$ cat src/sv/trdc_pkg.sv
package trdc_pkg;

   localparam int IDX_W       = 10;
   localparam int QUEUE_DEPTH = 4;
   localparam int QPTR_W      = 2;

   localparam logic [1:0] CMD_WRITE = 2'd0;
   localparam logic [1:0] CMD_DONE  = 2'd1;
   localparam logic [1:0] CMD_ERROR = 2'd2;
   localparam logic [1:0] CMD_READ  = 2'd3;

   typedef enum logic [1:0] {
      OP_STORE,
      OP_DONE,
      OP_ERROR,
      OP_READ
   } op_type;

   typedef struct packed {
      logic [1:0]       command;
      logic [7:0]       data_byte;
      logic             message_end;
      logic [IDX_W-1:0] read_index;
   } req_word_type;

   typedef struct packed {
      logic             launch_valid;
      logic [IDX_W-1:0] launch_start;
      logic [IDX_W-1:0] launch_length;
      logic             byte_accepted;
      logic [7:0]       read_data;
      logic [31:0]      dropped_total;
      logic [31:0]      overflow_total;
      logic [31:0]      error_total;
   } rsp_word_type;

   typedef struct packed {
      op_type           op;
      logic [7:0]       data_byte;
      logic             message_end;
      logic [IDX_W-1:0] read_index;
      logic [IDX_W-1:0] read_quot;
   } entry_type;

   typedef struct packed {
      logic      valid;
      entry_type entry;
   } push_type;

endpackage

$ cat src/sv/trdc_front.sv
module trdc_front #(
   parameter int RING_DEPTH = 1024
) (
   input  logic                  clock,
   input  logic                  reset,
   input  logic                  start,
   output logic                  busy,
   input  trdc_pkg::req_word_type req_word,
   input  logic                  queue_full,
   output trdc_pkg::push_type    push
);

   localparam int L_W  = $clog2(RING_DEPTH);
   localparam int SH   = trdc_pkg::IDX_W + L_W;
   localparam int MULT = ((1 << SH) + RING_DEPTH - 1) / RING_DEPTH;
   localparam int M_W  = $clog2(MULT + 1);
   localparam int P_W  = trdc_pkg::IDX_W + M_W;

   logic                accept;
   logic                valid_ff;
   logic                valid_in;
   trdc_pkg::entry_type entry_ff;
   trdc_pkg::entry_type entry_in;
   trdc_pkg::entry_type decoded;
   logic [P_W-1:0]      prod;

   assign busy   = reset | (valid_ff & queue_full);
   assign accept = start & ~busy;

   // The quotient of the read index by the ring depth, exact for every ten-bit index.
   assign prod = P_W'(req_word.read_index) * P_W'(MULT);

   always_comb begin
      decoded.data_byte   = req_word.data_byte;
      decoded.message_end = req_word.message_end;
      decoded.read_index  = req_word.read_index;
      decoded.read_quot   = trdc_pkg::IDX_W'(prod >> SH);
      unique case (req_word.command)
         trdc_pkg::CMD_WRITE: decoded.op = trdc_pkg::OP_STORE;
         trdc_pkg::CMD_DONE:  decoded.op = trdc_pkg::OP_DONE;
         trdc_pkg::CMD_ERROR: decoded.op = trdc_pkg::OP_ERROR;
         trdc_pkg::CMD_READ:  decoded.op = trdc_pkg::OP_READ;
         default:             decoded.op = trdc_pkg::OP_READ;
      endcase
   end

   assign valid_in = accept | (valid_ff & queue_full);
   assign entry_in = accept ? decoded : entry_ff;

   always_ff @(posedge clock) begin
      if (reset) begin
         valid_ff <= 1'b0;
      end else begin
         valid_ff <= valid_in;
      end
      entry_ff <= entry_in;
   end

   assign push.valid = valid_ff & ~queue_full;
   assign push.entry = entry_ff;

endmodule

$ cat config.mk
export PLATFORM = sky130hd
export DESIGN_NAME = trdc_front
export DESIGN_NICKNAME = d
export VERILOG_FILES = /design/src/sv/trdc_pkg.sv /design/src/sv/trdc_front.sv
export SDC_FILE = /design/constraint.sdc
export NUM_CORES = 1
export LEC_CHECK = 0
export BUFFER_PORTS_ARGS = -buffer_cell sky130_fd_sc_hd__buf_4
export CORE_UTILIZATION = 41
export CTS_BUF_LIST = sky130_fd_sc_hd__clkbuf_16
export DETAILED_ROUTE_END_ITERATION = 6
export GPL_TIMING_DRIVEN = 0
export PLACE_DENSITY = 0.79
export SETUP_SLACK_MARGIN = 0.4
export SYNTH_ARGS = -nofsm -noshare
export SYNTH_HDL_FRONTEND = slang
export SYNTH_SLANG_ARGS = --single-unit
$ cat constraint.sdc
create_clock -name clock -period 3.2 [get_ports clock]
set_input_delay 0.64 -clock clock [delete_from_list [all_inputs] [get_ports clock]]
set_output_delay 0.64 -clock clock [all_outputs]
set_load 0.01 [all_outputs]
==> results of run 1 <==
-- worst max-delay path: cells and delay by family --
kind	cells	cell delay, ns
AOI/OAI and AO/OA	1	0.19
buffers and inverters	1	0.12
and+or+nand+nor	1	0.72
-- power by group through the flow --
stage	Clock [mW]	Sequential [mW]	Combinational, mW
after global routing	0.264	0.335	0.0741
after global placement	0	0.339	0.0671
after CTS	0.256	0.334	0.0690
after floorplan	0	0.346	0.0226
after detailed placement	0	0.340	0.0688
final	0.250	0.334	0.0686
-- logic make-up after synthesis --
family,Yosys count,synth area share
DFF,22,0.8428
buffers and inverters,13,0.1118
and+or+nand+nor,3,0.02431
AOI/OAI and AO/OA,2,0.01620
other,1,0.004858
-- sequential cells by signal (all words and copies together), names as in the netlist --
register and flops:
push 21, valid_ff 1
-- per-layer routing --
metal	global-route usage	vias to the layer above	routed length, um
met3	0.04762	0	183
met1	0.1353	218	466
met2	0.2114	37	699
li1	-	238	-
met4	0.05455	0	0
met5	0	-	0
-- final timing paths --
check                        endpoint           startpoint
hold / removal    valid_ff$_SDFF_PP0_  valid_ff$_SDFF_PP0_
setup / recovery   push[24]$_DFFE_PP_           queue_full
hold reg to reg   valid_ff$_SDFF_PP0_  valid_ff$_SDFF_PP0_
setup reg to reg   push[24]$_DFFE_PP_  valid_ff$_SDFF_PP0_
-- cell type report --
| class | instances | area, um2 |
|---|---|---|
| multi-input combinational | 15 | 68.82 |
| timing repair buffer | 45 | 337.8 |
| tap | 25 | 31.28 |
| clock buffer | 3 | 75.07 |
| buffer | 12 | 82.58 |
| fill | 119 | 491.7 |
| clock inverter | 1 | 3.754 |
| sequential | 22 | 650.6 |
| inverter | 1 | 3.754 |
-- cells in the mapped netlist --
cell type / instances
dfxtp_1: 1
buf_4: 10
inv_1: 1
conb_1: 1
a21o_1: 1
and2b_2: 1
nor2_2: 1
a21oi_1: 1
nor2_1: 1
clkbuf_1: 2
edfxtp_1: 21
-- through the flow --
step | area [um2] | std cells | power (mW)
floorplan | 805.8 | 50 | 0.3682
global placement | 1175 | 120 | 0.4064
detailed placement | 1175 | 120 | 0.4088
CTS | 1254 | 124 | 0.6590
global route | 1254 | 124 | 0.6734
finish | 1254 | 124 | 0.6526
==> impl_metrics.json, run 1 <==
{
  "max_stage_delay_ns": 0.72,
  "final_max_slew_viol_count": 0,
  "slowest_stage": "nor2_2",
  "nets": 125,
  "cts_setup_buffers": 0,
  "hp-class": "register to register",
  "drv_cap": 0,
  "fin_crit_ns": 1.805,
  "reg2regPathDepth": 2,
  "setup_viol": 0,
  "grt_pass1_wl_um": 1745,
  "post-route-util": 0.7183,
  "tightest_slew_ns": 0.9492,
  "rows": 15,
  "ant_nets": 0,
  "antenna_found_initial": 0,
  "wirelength_um": 1349,
  "ir_drop_mv": 0.2996,
  "drcViolationCount": 0,
  "p_sw_uw": 115.4,
  "synth-warning-count": 0,
  "grt_pass1_vias": 402,
  "clkPwrFrac": 0.383,
  "dieArea_mm2": 0.002060,
  "ys_seq_area_frac": 0.8428,
  "hold_slack_ns": 0.5095,
  "crit_required_ns": 3.07,
  "initial_core_util": 0.4423,
  "worst_setup_path_end_kind": "register",
  "htree_levels": 1,
  "cts-resized-gates": 0,
  "p_per_area_mw_per_mm2": 520.6,
  "drive_gt1_frac": 0.6061,
  "setup_ws_ns": 1.395,
  "internal_power_uw": 537.2,
  "wl_per_cell_um": 10.88,
  "fin_worst_skew_ns": 0.006069,
  "cts_hold_buf": 0,
  "ys_ff_latch": 22,
  "status": "complete, no violations",
  "cp_data_arrival_time_ns": 1.67,
  "yosysTopAreaCell": "edfxtp_1",
  "dr_total_vias": 493,
  "mostFrequentLayoutCells": "buf_4 (55), edfxtp_1 (21), conb_1 (10)",
  "clkTransAtPathRegs_ns": 0.05,
  "p_sw_frac": 0.1768,
  "rrSetupSlack_ns": 1.61,
  "grt.overflow.total": 0,
  "cts-root-buf": "clkbuf_16",
  "core-area_mm2": 0.001745,
  "start_kind": "input pin",
  "worstHoldPathCells": 2,
  "netlist_area_um2": 772.0,
  "netlist.area_leader.share": 0.8169,
  "clk_latency_ns": 0.25,
  "grt_max_degree": 22,
  "first_pass_iters": 4,
  "mostFrequentLayoutCell": "buf_4",
  "hold_viol_final": 0,
  "worstSetupPathType": "input pin to register",
  "seqPwrFrac": 0.512,
  "finalSetupTns_ns": 0,
  "portBuffers": 45,
  "worstPathCellList": "buf_4 > a21o_1 > nor2_2",
  "ys_top_cells_by_area": "edfxtp_1 (82%), buf_4 (9.7%), dfxtp_1 (2.6%)",
  "leakagePower_nw": 0.5753,
  "drt_iter0_drc": 3,
  "dp_slack_ns": 1.108,
  "synth.avg_cell_area_um2": 18.83,
  "cts_tree": "done",
  "antenna_cells": 0,
  "syn2layout_area_growth_pct": 62.40,
  "clock_sinks": 22,
  "grt_usage": 0.1238,
  "path_max_fanout": 21,
  "fin_crit_sh": 0.5641,
  "ctsLongestPathBuffers": 2,
  "relSlewSlack": 0.3665,
  "yosysUniqueCellTypes": 11,
  "globalplace.congestion": 0.6157,
  "max_freq_ghz": 0.5540,
  "pwr-share-comb": 0.105,
  "grt_setup_unrepaired": "false",
  "numCtsBuffers": 3,
  "postSynthCellCount": 41,
  "die_y_um": 45.39,
  "dieWidth_um": 45.39,
  "top_level_ports": 58,
  "vias_per_cell": 3.976
}
Note: power is estimated with default switching activity, not from simulation.
==> inputs of run 2 (changes only) <==
ABC_AREA = 1   (was not set)
CORE_UTILIZATION = 38   (was 41)
PLACE_DENSITY = 0.73   (was 0.79)
clock period = 1.8 ns   (was 3.2 ns; I/O delays follow)
==> impl_metrics.json, run 2 <==
{
  "synth_adder_area_share": 0,
  "grt_pass1_wl_um": 1794,
  "ctsLongestPathBuffers": 2,
  "grt_max_degree": 22,
  "max_stage_delay_ns": 0.45,
  "cts_setup_buffers": 0,
  "cts_tree": "done",
  "crit_required_ns": 1.68,
  "hold_viol_final": 0,
  "yosysTopAreaCell": "edfxtp_1",
  "worstPathCellList": "nand2_2 > nand2_2 > nor2_4",
  "synth-compound-area-share": 0.01124,
  "synthMuxAreaShare": 0,
  "start_kind": "register",
  "clk_latency_ns": 0.25,
  "timing.hold.worst_endpoint": "valid_ff$_SDFF_PP0_",
  "numCtsBuffers": 3,
  "cts-root-buf": "clkbuf_16",
  "cpMostUsedCell": "nand2_2",
  "drt_iter0_drc": 7,
  "netlist_top_cells_count": "edfxtp_1 (21), buf_4 (10), inv_1 (3)",
  "hp-class": "input pin to register",
  "fin_crit_ns": 1.305,
  "initial_core_util": 0.4014,
  "globalplace.congestion": 0.6209,
  "setup_ws_ns": 0.4949,
  "synth_edf_count": 21,
  "synth.avg_cell_area_um2": 18.13,
  "cts_hold_buf": 0,
  "ys_top_cells_by_area": "edfxtp_1 (81%), buf_4 (9.6%), dfxtp_1 (2.6%)",
  "slowest_stage": "nor2_4",
  "nets": 127,
  "core-area_mm2": 0.001942,
  "worst_setup_path_end_kind": "register",
  "cts-resized-gates": 0,
  "synthXorXnorAreaFrac": 0,
  "seqCellArea_um2": 650.6,
  "ys_ff_latch": 22,
  "syn2layout_area_growth_pct": 66.13,
  "fin_crit_sh": 0.7251,
  "dieArea_mm2": 0.002236,
  "max_freq_ghz": 0.7662,
  "ir_drop_mv": 0.8167,
  "rows": 16,
  "synth_ff_type": "edfxtp_1",
  "first_pass_iters": 2,
  "netlist.area_leader.share": 0.8090,
  "dr_total_vias": 493,
  "rrSetupSlack_ns": 0.49,
  "synth_top_family_by_area": "buffers and inverters",
  "grt_setup_unrepaired": "false",
  "tightest_slew_ns": 0.5730,
  "drive_gt1_frac": 0.6238,
  "die_y_um": 47.29,
  "dieWidth_um": 47.29,
  "yosysUniqueCellTypes": 10,
  "grt.overflow.total": 0,
  "status": "complete, no violations",
  "ant_nets": 0,
  "wirelength_um": 1331,
  "wl_per_cell_um": 10.40,
  "cp_data_arrival_time_ns": 1.19,
  "portBuffers": 45,
  "postSynthCellCount": 43,
  "placed_cell_area_mm2": 0.001190,
  "antenna_cells": 0,
  "clkTransAtPathRegs_ns": 0.06,
  "grt_pass1_vias": 411,
  "vias_per_cell": 3.852,
  "multi_input_area_um2": 73.82,
  "antenna_found_initial": 0,
  "async_flop_share": 0,
  "ys_seq_area_frac": 0.8347,
  "final_area_mm2": 0.001295,
  "synth_most_common_cell": "edfxtp_1",
  "reg2regPathDepth": 3,
  "worstHoldPathCells": 2,
  "fin_worst_skew_ns": 0.006287,
  "largest_reg_flops": 21,
  "setup_viol": 0,
  "relSlewSlack": 0.6171,
  "p_per_area_mw_per_mm2": 1020,
  "dp_slack_ns": 0.3258,
  "netlist_area_um2": 779.5,
  "path_max_fanout": 21,
  "leakagePower_nw": 0.5869,
  "worstSetupPathType": "register to register",
  "min_from": "reset",
  "rr_startpoint": "valid_ff$_SDFF_PP0_",
  "mostFrequentLayoutCell": "buf_4",
  "mostFrequentLayoutCells": "buf_4 (55), edfxtp_1 (21), conb_1 (10)",
  "synth-warning-count": 0,
  "finalSetupTns_ns": 0,
  "fillers": 164,
  "yosys.area_share.simple": 0.02889,
  "grt_usage": 0.1185,
  "htree_levels": 1,
  "final_max_slew_viol_count": 0,
  "top_level_ports": 58,
  "reg2reg_to": "push[21]$_DFFE_PP_",
  "clock_sinks": 22,
  "drv_cap": 0,
  "drcViolationCount": 0
}
## run 2: cell types whose count changed after synthesis
cell and change:
nand2_2 +2, a21o_1 -1, and2b_2 -1, a21oi_1 -1
inv_1 +2, a21oi_2 +1
## run 2: cells by family (layout without fill, tap and decap cells)
kind of cell,after synthesis,in the layout
flip-flops,22,22
AO/OA/AOI/OAI,1,1
other,1,10
AND/OR/NAND/NOR,4,4
buffers and inverters,15,64
## run 2: metrics by stage
stage / hold slack [ns] / power, mW / utilization / cells
final: 0.2668 / 1.320 / 0.6669 / 128
after global routing: 0.2685 / 1.363 / 0.6669 / 128
after CTS: 0.2669 / 1.328 / 0.6669 / 128
after detailed placement: 0.4830 / 0.7294 / 0.6128 / 124
after global placement: 0.4632 / 0.7255 / 0.6128 / 124
after floorplan: 0.4224 / 0.6573 / - / 52
## run 2: worst max-delay path by stage
stage	from	endpoint	slack, ns	cells past startpoint
4_1_cts	valid_ff$_SDFF_PP0_	push[29]$_DFFE_PP_	0.48	3
3_3_place_gp	queue_full	push[30]$_DFFE_PP_	0.36	4
6_report	valid_ff$_SDFF_PP0_	push[21]$_DFFE_PP_	0.49	3
2_1_floorplan	queue_full	push[10]$_DFFE_PP_	0.56	3
3_5_place_dp	queue_full	push[29]$_DFFE_PP_	0.33	4
5_1_grt	valid_ff$_SDFF_PP0_	push[24]$_DFFE_PP_	0.40	3
## run 2: power by group
part	switching, mW	internal [mW]	leakage [nW]
combinational	0.0525	0.0725	0.332
sequential	0.00610	0.587	0.204
clock	0.162	0.441	0.0511
## run 2: layer usage
layer,GRT usage,up-vias,share of wire,wire length [um]
li1,-,241,-,-
met1,0.1247,232,0.31,419
met2,0.2329,20,0.64,854
met3,0.01154,0,0.043,57
met4,0.05143,0,0,0
met5,0,-,0,0
## run 2: layout make-up
cell class / instances / share of cell area
clock buffer: 3 / 0.05797
tap: 27 / 0.02609
inverter: 3 / 0.008696
clock inverter: 1 / 0.02319
sequential: 22 / 0.5024
multi-input combinational: 15 / 0.05700
timing repair buffer: 45 / 0.2609
buffer: 12 / 0.06377
## run 2: critical path: cells and delay by family (launching register included)
kind	cells	cell delay, ns
and+or+nand+nor	3	0.60
DFF	1	0.32
