## config.mk

```make
export PLATFORM = sky130hd
export DESIGN_NAME = trdc_queue
export DESIGN_NICKNAME = d
export VERILOG_FILES = /design/src/sv/trdc_pkg.sv /design/src/sv/trdc_queue.sv
export SDC_FILE = /design/constraint.sdc
export NUM_CORES = 1
export LEC_CHECK = 0
export BUFFER_PORTS_ARGS = -buffer_cell sky130_fd_sc_hd__clkbuf_2
export CAP_MARGIN = 0
export CORE_UTILIZATION = 35
export CTS_CLUSTER_SIZE = 10
export DETAILED_ROUTE_END_ITERATION = 8
export PLACE_DENSITY = 0.56
export SYNTH_ARGS = -nofsm -noshare
export SYNTH_HDL_FRONTEND = slang
export SYNTH_SLANG_ARGS = --single-unit
export TNS_END_PERCENT = 50
```

## constraint.sdc

```tcl
create_clock -name clock -period 2.34 [get_ports clock]
set_clock_uncertainty 0.15 [all_clocks]
set_input_delay 0.117 -clock clock [delete_from_list [all_inputs] [get_ports clock]]
set_output_delay 0.117 -clock clock [all_outputs]
set_load 0.02 [all_outputs]
```

## src/sv/trdc_pkg.sv

```systemverilog
package trdc_pkg;

   localparam int IDX_W       = 10;
   localparam int QUEUE_DEPTH = 4;
   localparam int QPTR_W      = 2;

   localparam logic [1:0] CMD_WRITE = 2'd0;
   localparam logic [1:0] CMD_DONE  = 2'd1;
   localparam logic [1:0] CMD_ERROR = 2'd2;
   localparam logic [1:0] CMD_READ  = 2'd3;

   typedef enum logic [1:0] {
      OP_STORE,
      OP_DONE,
      OP_ERROR,
      OP_READ
   } op_type;

   typedef struct packed {
      logic [1:0]       command;
      logic [7:0]       data_byte;
      logic             message_end;
      logic [IDX_W-1:0] read_index;
   } req_word_type;

   typedef struct packed {
      logic             launch_valid;
      logic [IDX_W-1:0] launch_start;
      logic [IDX_W-1:0] launch_length;
      logic             byte_accepted;
      logic [7:0]       read_data;
      logic [31:0]      dropped_total;
      logic [31:0]      overflow_total;
      logic [31:0]      error_total;
   } rsp_word_type;

   typedef struct packed {
      op_type           op;
      logic [7:0]       data_byte;
      logic             message_end;
      logic [IDX_W-1:0] read_index;
      logic [IDX_W-1:0] read_quot;
   } entry_type;

   typedef struct packed {
      logic      valid;
      entry_type entry;
   } push_type;

endpackage

```

## src/sv/trdc_queue.sv

```systemverilog
module trdc_queue (
   input  logic                clock,
   input  logic                reset,
   input  trdc_pkg::push_type  push,
   output logic                full,
   output logic                pop_valid,
   output trdc_pkg::entry_type pop_entry
);

   localparam int QD = trdc_pkg::QUEUE_DEPTH;
   localparam int PW = trdc_pkg::QPTR_W;

   trdc_pkg::entry_type entries_ff [QD];
   logic [PW-1:0]       wr_ptr_ff;
   logic [PW-1:0]       wr_ptr_in;
   logic [PW-1:0]       rd_ptr_ff;
   logic [PW-1:0]       rd_ptr_in;
   logic [PW:0]         count_ff;
   logic [PW:0]         count_in;

   assign full      = (count_ff == (PW+1)'(QD));
   assign pop_valid = (count_ff != '0);
   assign pop_entry = entries_ff[rd_ptr_ff];

   always_comb begin
      wr_ptr_in = push.valid ? wr_ptr_ff + 1'b1 : wr_ptr_ff;
      rd_ptr_in = pop_valid ? rd_ptr_ff + 1'b1 : rd_ptr_ff;
      count_in  = count_ff + (PW+1)'(push.valid) - (PW+1)'(pop_valid);
   end

   always_ff @(posedge clock) begin
      if (reset) begin
         wr_ptr_ff <= '0;
         rd_ptr_ff <= '0;
         count_ff  <= '0;
      end else begin
         wr_ptr_ff <= wr_ptr_in;
         rd_ptr_ff <= rd_ptr_in;
         count_ff  <= count_in;
      end
      if (push.valid) begin
         entries_ff[wr_ptr_ff] <= push.entry;
      end
   end

endmodule

```

==> results of run 1 <==
[sequential cells by signal, indices dropped and copies added, names as in the netlist, named ones only]
| signal | count |
|---|---|
| rd_ptr_ff | 2 |
| entries_ff | 124 |
| wr_ptr_ff | 2 |
| count_ff | 3 |
[cells by family after synthesis]
group	after synthesis	synth area share
simple gates	16	0.0178
fa+ha+maj	7	0.0193
mux	33	0.147
buf+inv	13	0.0152
compound gates	1	0.00178
xor+xnor	2	0.00660
flops	133	0.792
[where the power goes]
part           internal [mW]  switching [mW]  total, mW
sequential              2.77           0.134       2.91
clock                   1.43           0.910       2.34
combinational          0.882           0.951       1.83
[worst max-delay path: stages, from the launching register on]
cell	delay, ns
dfxtp_2	0.56
buf_12	0.23
mux4_2	0.54
clkbuf_2	0.17
[cell usage in the layout, fill, tap and decap left out]
cell	count
clkinvlp_4	3
and2_2	4
buf_12	5
edfxtp_1	124
clkbuf_16	17
xor3_1	1
mux4_1	1
clkinv_1	5
dfxtp_2	2
o31a_1	1
fa_1	1
bufinv_16	1
clkbuf_2	66
mux2_2	1
nor3_1	2
nor4_1	1
nor2b_1	3
clkinv_2	4
dfxtp_1	7
or3_1	1
clkbuf_1	2
and3_1	1
mux4_2	30
nor2_1	4
dlygate4sd3_1	34
inv_1	6
ha_1	6
xnor2_1	1
mux2i_1	1
[stage by stage]
| stage | hold WS (ns) | instance area, um2 |
|---|---|---|
| 3_3_place_gp | 0.184 | 5530 |
| 4_1_cts | 0.285 | 6400 |
| 6_report | 0.316 | 6400 |
| 5_1_grt | 0.312 | 6400 |
| 3_5_place_dp | 0.188 | 5530 |
| 2_1_floorplan | 0.0659 | 4930 |
[metal layers]
layer,track usage,vias up,wire length (um)
met5,0,-,0
met4,0.0579,0,150
met3,0.0500,15,392
met2,0.223,57,4510
met1,0.156,1231,3730
li1,-,1085,-
[worst max path at each step]
stage / endpoint / slack [ns] / depth (start not counted)
4_1_cts: pop_entry[21] / 0.06 / 3
5_1_grt: pop_entry[7] / 0.0003 / 3
2_1_floorplan: count_ff[2]$_SDFF_PP0_ / 0.16 / 7
3_5_place_dp: count_ff[2]$_SDFF_PP0_ / 0.23 / 7
3_3_place_gp: count_ff[2]$_SDFF_PP0_ / 0.27 / 7
6_report: pop_entry[24] / 0.13 / 3
[layout make-up]
type                    count  area, um2
clock buffers              19        433
clock inverters            13       91.3
fillers                  1127       7110
inverters                   6       22.5
multi-input cells          59        952
flip-flops and latches    133       3910
well taps                 176        220
repair buffers            105        771
==> summary.txt, run 1 <==
Clock tree
  – CTS H-Tree Depth: 4
  – TritonCTS Sinks: 133
  – Post_cts resized: 0
  – Clk slew on worst S/H paths: 0.05 ns
  – Cts bufs inserted: 17
  – Later-pin clock latency in the skew report: 0.41 ns
  – Setup Buffers After CTS: 0
  – TritonCTS clock tree: done
  – Cts hold-fix bufs: 34
  – Clk Tree Root Cell: clkbuf_16
  – Clk buf depth: 2

Placed design
  – DP HPWL: 5200 um
  – Port bufs: 66
  – Placed cell count: 445
  – Final Wtd Congestion: 0.659
  – Place WS: 0.235 ns

Critical path
  – Largest fanout on the critical path: 15
  – Worst flop-to-flop path endpoint: count_ff[2]$_SDFF_PP0_
  – Type of the worst setup path: reg2out
  – WP data arrival: 1.94 ns
  – Crit. End Element: output pin
  – Startpoint Class: register
  – CP Data Required Time: 2.07 ns
  – Setup slack, reg-to-reg: 0.24 ns
  – R2R Path Start: count_ff[1]$_SDFF_PP0_
  – Worst reg-to-reg path cell count: 7

Routing
  – DR WL/cell: 17.2 um
  – Vias/cell: 4.67
  – DRT Pass-1 Iters: 4
  – Routed wire length: 8780 um
  – ANT nets after route: 0
  – Via count: 2,388
  – DRC viols: 0
  – Iter 0 DRT Violations: 118

Floorplanning
  – Die Area: 14,600 um2
  – I/O pin total: 67
  – Die X: 121 um
  – Site Rows: 42
  – Initial core utilization: 0.365
  – Core ar.: 13,500 um2
  – Die height: 121 um

STA
  – RSZ-0062 raised after global routing: false
  – Fmax: 453 MHz
  – Max-slew violations: 0
  – Relative slew slack: 0.407
  – Final hold viol count: 0
  – Final setup violation count: 0
  – Final critical-path setup slack: 0.132 ns
  – Final worst-path cycle share: 0.943
  – Minimum clock period: 2.21 ns
  – Fin Setup TNS: 0 ns
  – Worst Tran Pin Value: 0.889 ns

Yosys
  – Count leader, synth: edfxtp_1
  – Unique cell type count in the Yosys netlist: 22
  – Synth area leader: edfxtp_1
  – Sequential element share of the synthesized area: 0.792
  – Syn nets: 246
  – Synth top area cells: edfxtp_1, mux4_2, dfxtp_1, ha_1, buf_6
  – Mapped Cells: 205
  – Synthesized area: 4930 um2
  – Share of flip-flops with an asynchronous set or reset: 0
  – Post-synth EDFFs: 124
  – Yosys synthesis warning count: 0
  – Syn Area/Cell: 24.0 um2
  – Dominant synthesized flop cell: edfxtp_1
  – Post-synth top area share: 0.756
  – Top cells by count, synth: edfxtp_1, mux4_2, dfxtp_1
  – #FFs+latches synth: 133

Job
  – Max Cap Violations: 0

Final layout
  – Nets@finish: 363
  – Diodes inserted: 0
  – Post-Layout Cell Count: 511
  – Final core area utilization: 0.474
  – Layout cells sized above 1: 0.397
  – Area Overhead vs Synth: 29.8%

Global routing
  – Total congestion overflow: 0
  – First-pass GRT wire length: 13,800 um
  – Vias in the first global route: 2,583
  – Total GRT Usage: 0.134
  – Largest net degree at the start of global routing: 32
  – Initial antenna violation count: 0

Run status
  – Status: finished clean

Power
  – Power Density: 1110 nW/um2
  – Lkg Pwr: 2.24 nW
  – Total power: 7.08 mW
  – Peak VDD IR: 727 uV

Hold path
  – Hold Crit Depth: 2
  – HP Start: push[29]
  – Hold Crit Endpoint: entries_ff[3][29]$_DFFE_PP_
  – Worst Hold Class: in2reg
Power figures use the tool's default switching activity.
==> run 2: changes to the inputs <==
Settings changed: ABC_AREA from default to 1.
==> summary.txt, run 2 <==
Run status
  – Status: finished clean

STA
  – Fin Setup TNS: 0 ns (unchanged)
  – Final hold viol count: 0 (unchanged)
  – Worst Tran Pin Value: 0.506 ns (-0.384 ns)
  – Max-slew violations: 0 (unchanged)
  – Minimum clock period: 2.11 ns (-0.101 ns)
  – RSZ-0062 raised after global routing: false
  – Final setup violation count: 0 (unchanged)
  – Fmax: 475 MHz (+4.8%)
  – Final worst-path cycle share: 0.900 (-0.0432)
  – Relative slew slack: 0.663 (+0.256)

Clock tree
  – Later-pin clock latency in the skew report: 0.41 ns (about the same)
  – Clk buf depth: 2 (unchanged)
  – TritonCTS Sinks: 133 (unchanged)
  – Post_cts resized: 0 (unchanged)
  – Setup Buffers After CTS: 0 (unchanged)
  – CTS H-Tree Depth: 4 (unchanged)
  – Clk Tree Root Cell: clkbuf_16
  – Cts bufs inserted: 17 (unchanged)
  – TritonCTS clock tree: done
  – Clk slew on worst S/H paths: 0.05 ns (about the same)

Critical path
  – Worst reg-to-reg path cell count: 8 (+1)
  – Largest fanout on the critical path: 41 (+26)
  – Setup slack, reg-to-reg: 0.33 ns (+0.09 ns)
  – Startpoint Class: register
  – Type of the worst setup path: reg2out
  – WP data arrival: 1.84 ns (-0.10 ns)
  – CP Data Required Time: 2.07 ns (about the same)
  – Crit. End Element: output pin
  – Worst flop-to-flop path endpoint: count_ff[2]$_SDFF_PP0_
  – R2R Path Start: count_ff[1]$_SDFF_PP0_

Yosys
  – Count leader, synth: edfxtp_1
  – Post-synth EDFFs: 124 (unchanged)
  – Mapped Cells: 424 (+110%)
  – Synth top area cells: edfxtp_1, o211ai_2, inv_1, nand2_1, a21oi_1
  – Synth area leader: edfxtp_1
  – Unique cell type count in the Yosys netlist: 15 (-32%)
  – Syn nets: 465 (+89%)
  – Yosys synthesis warning count: 0 (unchanged)
  – Share of flip-flops with an asynchronous set or reset: 0 (unchanged)
  – Top cells by count, synth: edfxtp_1, inv_1, nand2_1
  – Dominant synthesized flop cell: edfxtp_1
  – Post-synth top area share: 0.677 (-0.0789)
  – Synthesized area: 5500 um2 (+12%)
  – #FFs+latches synth: 133 (unchanged)
  – Sequential element share of the synthesized area: 0.710 (-0.0827)
  – Syn Area/Cell: 13.0 um2 (-46%)

Power
  – Total power: 8.14 mW (+15%)
  – Lkg Pwr: 2.77 nW (+24%)
  – Clock power frac: 0.343 (+0.013)
  – Internal power: 5.47 mW (+7.7%)
  – Sw Share: 0.327 (+0.0456)
  – Comb pwr share: 0.287 (+0.028)
  – NetSw: 2.66 mW (+34%)
  – Peak VDD IR: 758 uV (+4.3%)
  – Seq pwr share: 0.370 (-0.041)
  – Power Density: 1150 nW/um2 (+4.2%)

Hold path
  – Hold Crit Endpoint: entries_ff[3][22]$_DFFE_PP_
  – HP Start: push[22]
  – Worst Hold Class: in2reg
  – Hold Crit Depth: 2 (unchanged)

Placed design
  – Port bufs: 66 (unchanged)
  – Final Wtd Congestion: 0.739 (+12%)
  – DP HPWL: 6300 um (+21%)

Routing
  – ANT nets after route: 0 (unchanged)
  – Vias/cell: 4.43 (-5.2%)
  – DRT Pass-1 Iters: 4 (unchanged)
  – Via count: 3,342 (+40%)
  – DR WL/cell: 13.6 um (-21%)
  – Routed wire length: 10,200 um (+17%)
  – DRC viols: 0 (unchanged)
  – Iter 0 DRT Violations: 126 (+6.8%)

Final layout
  – Most frequent cells in the layout: edfxtp_1, inv_1, nand2_1
  – Diodes inserted: 0 (unchanged)
  – Biggest register: entries_ff
  – Final core area utilization: 0.462 (-0.0111)
  – Layout cells sized above 1: 0.245 (-0.152)
  – Area Overhead vs Synth: 28.3%
  – Biggest regs: entries_ff x124, count_ff x3
  – Max reg flops: 124 (unchanged)
  – Most common cell after layout, fill and taps aside: edfxtp_1
  – Nets@finish: 571 (+57%)

Global routing
  – Largest net degree at the start of global routing: 46 (+44%)
  – Total congestion overflow: 0 (unchanged)
  – First-pass GRT wire length: 16,800 um (+22%)
  – Initial antenna violation count: 0 (unchanged)
  – Total GRT Usage: 0.139 (+0.00447)
  – Vias in the first global route: 3,294 (+28%)

Floorplanning
  – Die X: 127 um (+5.6%)
  – Core ar.: 15,300 um2 (+13%)
  – Site Rows: 45 (+7.1%)
  – Die Area: 16,200 um2 (+11%)
  – Initial core utilization: 0.360 (-0.00426)
  – I/O pin total: 67 (unchanged)
  – Die height: 127 um (+5.6%)

Job
  – Max Cap Violations: 0 (unchanged)
run 2: cell types whose count changed after synthesis, sizes merged, moves of 3 or more:
| cell | change |
|---|---|
| nand3 | +3 |
| o211ai | +31 |
| inv | +73 |
| buf | +12 |
| o21ai | +33 |
| nor2b | -3 |
| nand2 | +75 |
| and2 | -4 |
| a21oi | +37 |
| mux4 | -31 |
run 2: how the worst max path moves through the flow:
stage,from,endpoint,slack (ns),cells after the start
floorplan,count_ff[1]$_SDFF_PP0_,count_ff[2]$_SDFF_PP0_,0.35,8
global placement,count_ff[1]$_SDFF_PP0_,count_ff[2]$_SDFF_PP0_,0.44,8
detailed placement,count_ff[1]$_SDFF_PP0_,count_ff[2]$_SDFF_PP0_,0.36,8
CTS,register,pop_entry[14],0.20,5
global route,register,pop_entry[22],0.04,5
finish,register,pop_entry[4],0.23,5
run 2: through the flow:
step                area (um2)  hold slack, ns  std cells  setup slack [ns]
floorplan                 5500          0.0361        424             0.354
global placement          6110           0.188        689             0.435
detailed placement        6110           0.197        689             0.359
CTS                       7060           0.295        754             0.204
global route              7060           0.317        754            0.0362
finish                    7060           0.312        754             0.234
run 2: layout make-up:
type / instances / area (um2)
clock buffer: 21 / 440
clock inverter: 11 / 180
fill: 1396 / 8200
inverter: 79 / 297
multi-input combinational: 191 / 1150
sequential: 133 / 3910
tap: 211 / 264
timing repair buffer: 108 / 816
run 2: power by group through the flow:
stage	Combinational (mW)	Clock, mW	Sequential, mW
floorplan	1.87	0	2.84
global placement	2.27	0	3.06
detailed placement	2.32	0	3.06
CTS	2.37	2.86	3.02
global route	2.62	2.95	3.05
finish	2.34	2.79	3.01
run 2: cell families after synthesis:
| kind of cell | after synthesis | synth area share |
|---|---|---|
| flops | 133 | 0.710 |
| simple gates | 83 | 0.0573 |
| fa+ha+maj | 7 | 0.0173 |
| compound gates | 101 | 0.134 |
| buf+inv | 100 | 0.0814 |
run 2: worst max-delay path, stage by stage (launching register included):
cell and delay (ns):
dfxtp_4 0.67, buf_12 0.27, a21oi_1 0.09, o21ai_0 0.09, nand2_1 0.10, clkbuf_2 0.17
run 2: what timing repair did:
action / 4_1_cts / 5_1_grt
endpoints found under the hold margin: 133 / 0
setup endpoints to repair: 0 / 0
hold buffers: 33 / 0
run 2: metal layers:
| metal | track usage | up-vias | share of wire |
|---|---|---|---|
| li1 | - | 1670 | - |
| met1 | 0.176 | 1580 | 0.48 |
| met2 | 0.219 | 75 | 0.46 |
| met3 | 0.0389 | 17 | 0.038 |
| met4 | 0.0686 | 0 | 0.019 |
| met5 | 0 | - | 0 |
==> run 3: changes to the inputs <==
Settings changed: CORE_MARGIN from default to 4.
==> summary.txt, run 3 (synthesized netlist as in run 2, its figures left out) <==
Run status
  – Status: finished clean

Routing
  – DR WL/cell: 13.5 um (-0.61%)
  – ANT nets after route: 0 (unchanged)
  – Vias/cell: 4.39 (-1.1%)
  – Routed wire length: 10,200 um (-0.74%)
  – Via count: 3,302 (-1.2%)
  – Iter 0 DRT Violations: 149 (+18%)
  – DRT Pass-1 Iters: 4 (unchanged)
  – DRC viols: 0 (unchanged)

Floorplanning
  – Die height: 133 um (+4.7%)
  – Die X: 133 um (+4.7%)
  – Site Rows: 45 (unchanged)
  – Core ar.: 15,300 um2 (+0.37%)
  – Initial core utilization: 0.359 (-0.00133)
  – Die Area: 17,800 um2 (+9.6%)
  – I/O pin total: 67 (unchanged)

Hold path
  – HP Start: push[25]
  – Hold Crit Depth: 2 (unchanged)
  – Hold Crit Endpoint: entries_ff[0][25]$_DFFE_PP_
  – Worst Hold Class: in2reg

Critical path
  – Setup slack, reg-to-reg: 0.36 ns (+0.03 ns)
  – Type of the worst setup path: reg2reg
  – Startpoint Class: register
  – Largest fanout on the critical path: 4 (-90%)
  – WP data arrival: 2.12 ns (+0.28 ns)
  – Worst flop-to-flop path endpoint: count_ff[2]$_SDFF_PP0_
  – Worst reg-to-reg path cell count: 8 (unchanged)
  – R2R Path Start: count_ff[1]$_SDFF_PP0_
  – Crit. End Element: register
  – CP Data Required Time: 2.49 ns (+0.42 ns)

Final layout
  – Biggest register: entries_ff
  – Most common cell after layout, fill and taps aside: edfxtp_1
  – Max reg flops: 124 (unchanged)
  – Post-Layout Cell Count: 753 (-0.13%)
  – Layout cells sized above 1: 0.249 (+0.00414)
  – Diodes inserted: 0 (unchanged)
  – Biggest regs: entries_ff x124, count_ff x3
  – Most frequent cells in the layout: edfxtp_1, inv_1, nand2_1
  – Nets@finish: 570 (-0.18%)
  – Area Overhead vs Synth: 27.8%

STA
  – RSZ-0062 raised after global routing: false
  – Worst Tran Pin Value: 0.541 ns (+0.0349 ns)
  – Relative slew slack: 0.637 (-0.0255)
  – Fmax: 506 MHz (+6.6%)
  – Max-slew violations: 0 (unchanged)
  – Final setup violation count: 0 (unchanged)
  – Final worst-path cycle share: 0.844 (-0.0557)
  – Final hold viol count: 0 (unchanged)
  – Fin Setup TNS: 0 ns (unchanged)
  – Minimum clock period: 1.98 ns (-0.130 ns)

Clock tree
  – Cts bufs inserted: 17 (unchanged)
  – Clk Tree Root Cell: clkbuf_16
  – TritonCTS Sinks: 133 (unchanged)
  – Clk buf depth: 2 (unchanged)
  – CTS H-Tree Depth: 4 (unchanged)
  – Setup Buffers After CTS: 0 (unchanged)
  – Later-pin clock latency in the skew report: 0.40 ns (about the same)
  – TritonCTS clock tree: done
  – Clk slew on worst S/H paths: 0.06 ns (about the same)

Global routing
  – Total congestion overflow: 0 (unchanged)
  – Largest net degree at the start of global routing: 69 (+50%)
  – Met3 usage: 0.0389 (-0.0000474)
  – Vias in the first global route: 3,273 (-0.64%)
  – Met1 Use GR: 0.140 (-0.0361)
  – First-pass GRT wire length: 16,200 um (-3.5%)
  – Gr busiest metal: met2
  – Grt met2 use: 0.201 (-0.0177)
  – Initial antenna violation count: 0 (unchanged)
  – Total GRT Usage: 0.119 (-0.0198)

Power
  – Power Density: 1150 nW/um2 (-0.69%)
  – Peak VDD IR: 675 uV (-11%)
  – Lkg Pwr: 2.76 nW (-0.50%)

Placed design
  – DP HPWL: 6080 um (-3.5%)
  – Port bufs: 66 (unchanged)
  – Placed cell count: 688 (-0.15%)
  – Final Wtd Congestion: 0.699 (-5.4%)

Job
  – Max Cap Violations: 0 (unchanged)
==> run 3: cell types whose count changed in the layout (fill, tap and decap cells not counted) <==
cell,before,now
clkbuf_1,4,1
clkinv_4,0,3
buf_12,7,6
bufinv_16,5,4
clkinvlp_4,0,1
dfxtp_2,0,1
dfxtp_4,2,1
==> run 3: critical path, cell delays in order, from the launching register on <==
cell,delay (ns)
dfxtp_1,0.32
nor2_1,0.17
nand2_1,0.13
ha_1,0.30
inv_1,0.04
ha_1,0.19
fa_1,0.38
a21oi_1,0.13
nor2_1,0.06
==> run 3: per-stage QoR <==
step	worst slack, ns	utilization	area, um2	hold WS [ns]	total power [mW]
floorplan	0.354	-	5500	0.0361	4.71
global placement	0.428	0.397	6080	0.183	5.34
detailed placement	0.365	0.397	6080	0.187	5.39
CTS	0.356	0.459	7030	0.296	8.19
global route	0.247	0.459	7030	0.317	8.54
finish	0.364	0.459	7030	0.317	8.05
==> run 3: timing repair <==
action,CTS,global route
resized for setup,0,0
setup endpoints to repair,0,0
endpoints found under the hold margin,133,0
hold buffers,33,0
==> run 3: worst max-delay path by stage <==
stage,start,to,depth (start not counted)
2_1_floorplan,count_ff[1]$_SDFF_PP0_,count_ff[2]$_SDFF_PP0_,8
3_3_place_gp,count_ff[1]$_SDFF_PP0_,count_ff[2]$_SDFF_PP0_,8
3_5_place_dp,count_ff[1]$_SDFF_PP0_,count_ff[2]$_SDFF_PP0_,8
4_1_cts,count_ff[1]$_SDFF_PP0_,count_ff[2]$_SDFF_PP0_,8
5_1_grt,count_ff[1]$_SDFF_PP0_,count_ff[2]$_SDFF_PP0_,8
6_report,count_ff[1]$_SDFF_PP0_,count_ff[2]$_SDFF_PP0_,8
==> run 3: layout make-up <==
class	instances	area (um2)
sequential	133	3910
multi-input combinational	191	1150
clock inverter	14	184
timing repair buffer	107	796
inverter	79	297
fill	1382	8290
tap	211	264
clock buffer	18	429
==> run 3: power by group <==
group	internal (mW)	switching, mW	total (mW)
sequential	2.76	0.0618	2.82
combinational	0.827	1.68	2.51
clock	1.77	0.943	2.72
==> run 3: metal layers <==
layer	wire length, um	part of all wire	vias up
met5	0	0	-
met4	124	0.012	0
met3	380	0.037	10
met2	5150	0.51	63
met1	4500	0.44	1562
li1	-	-	1667
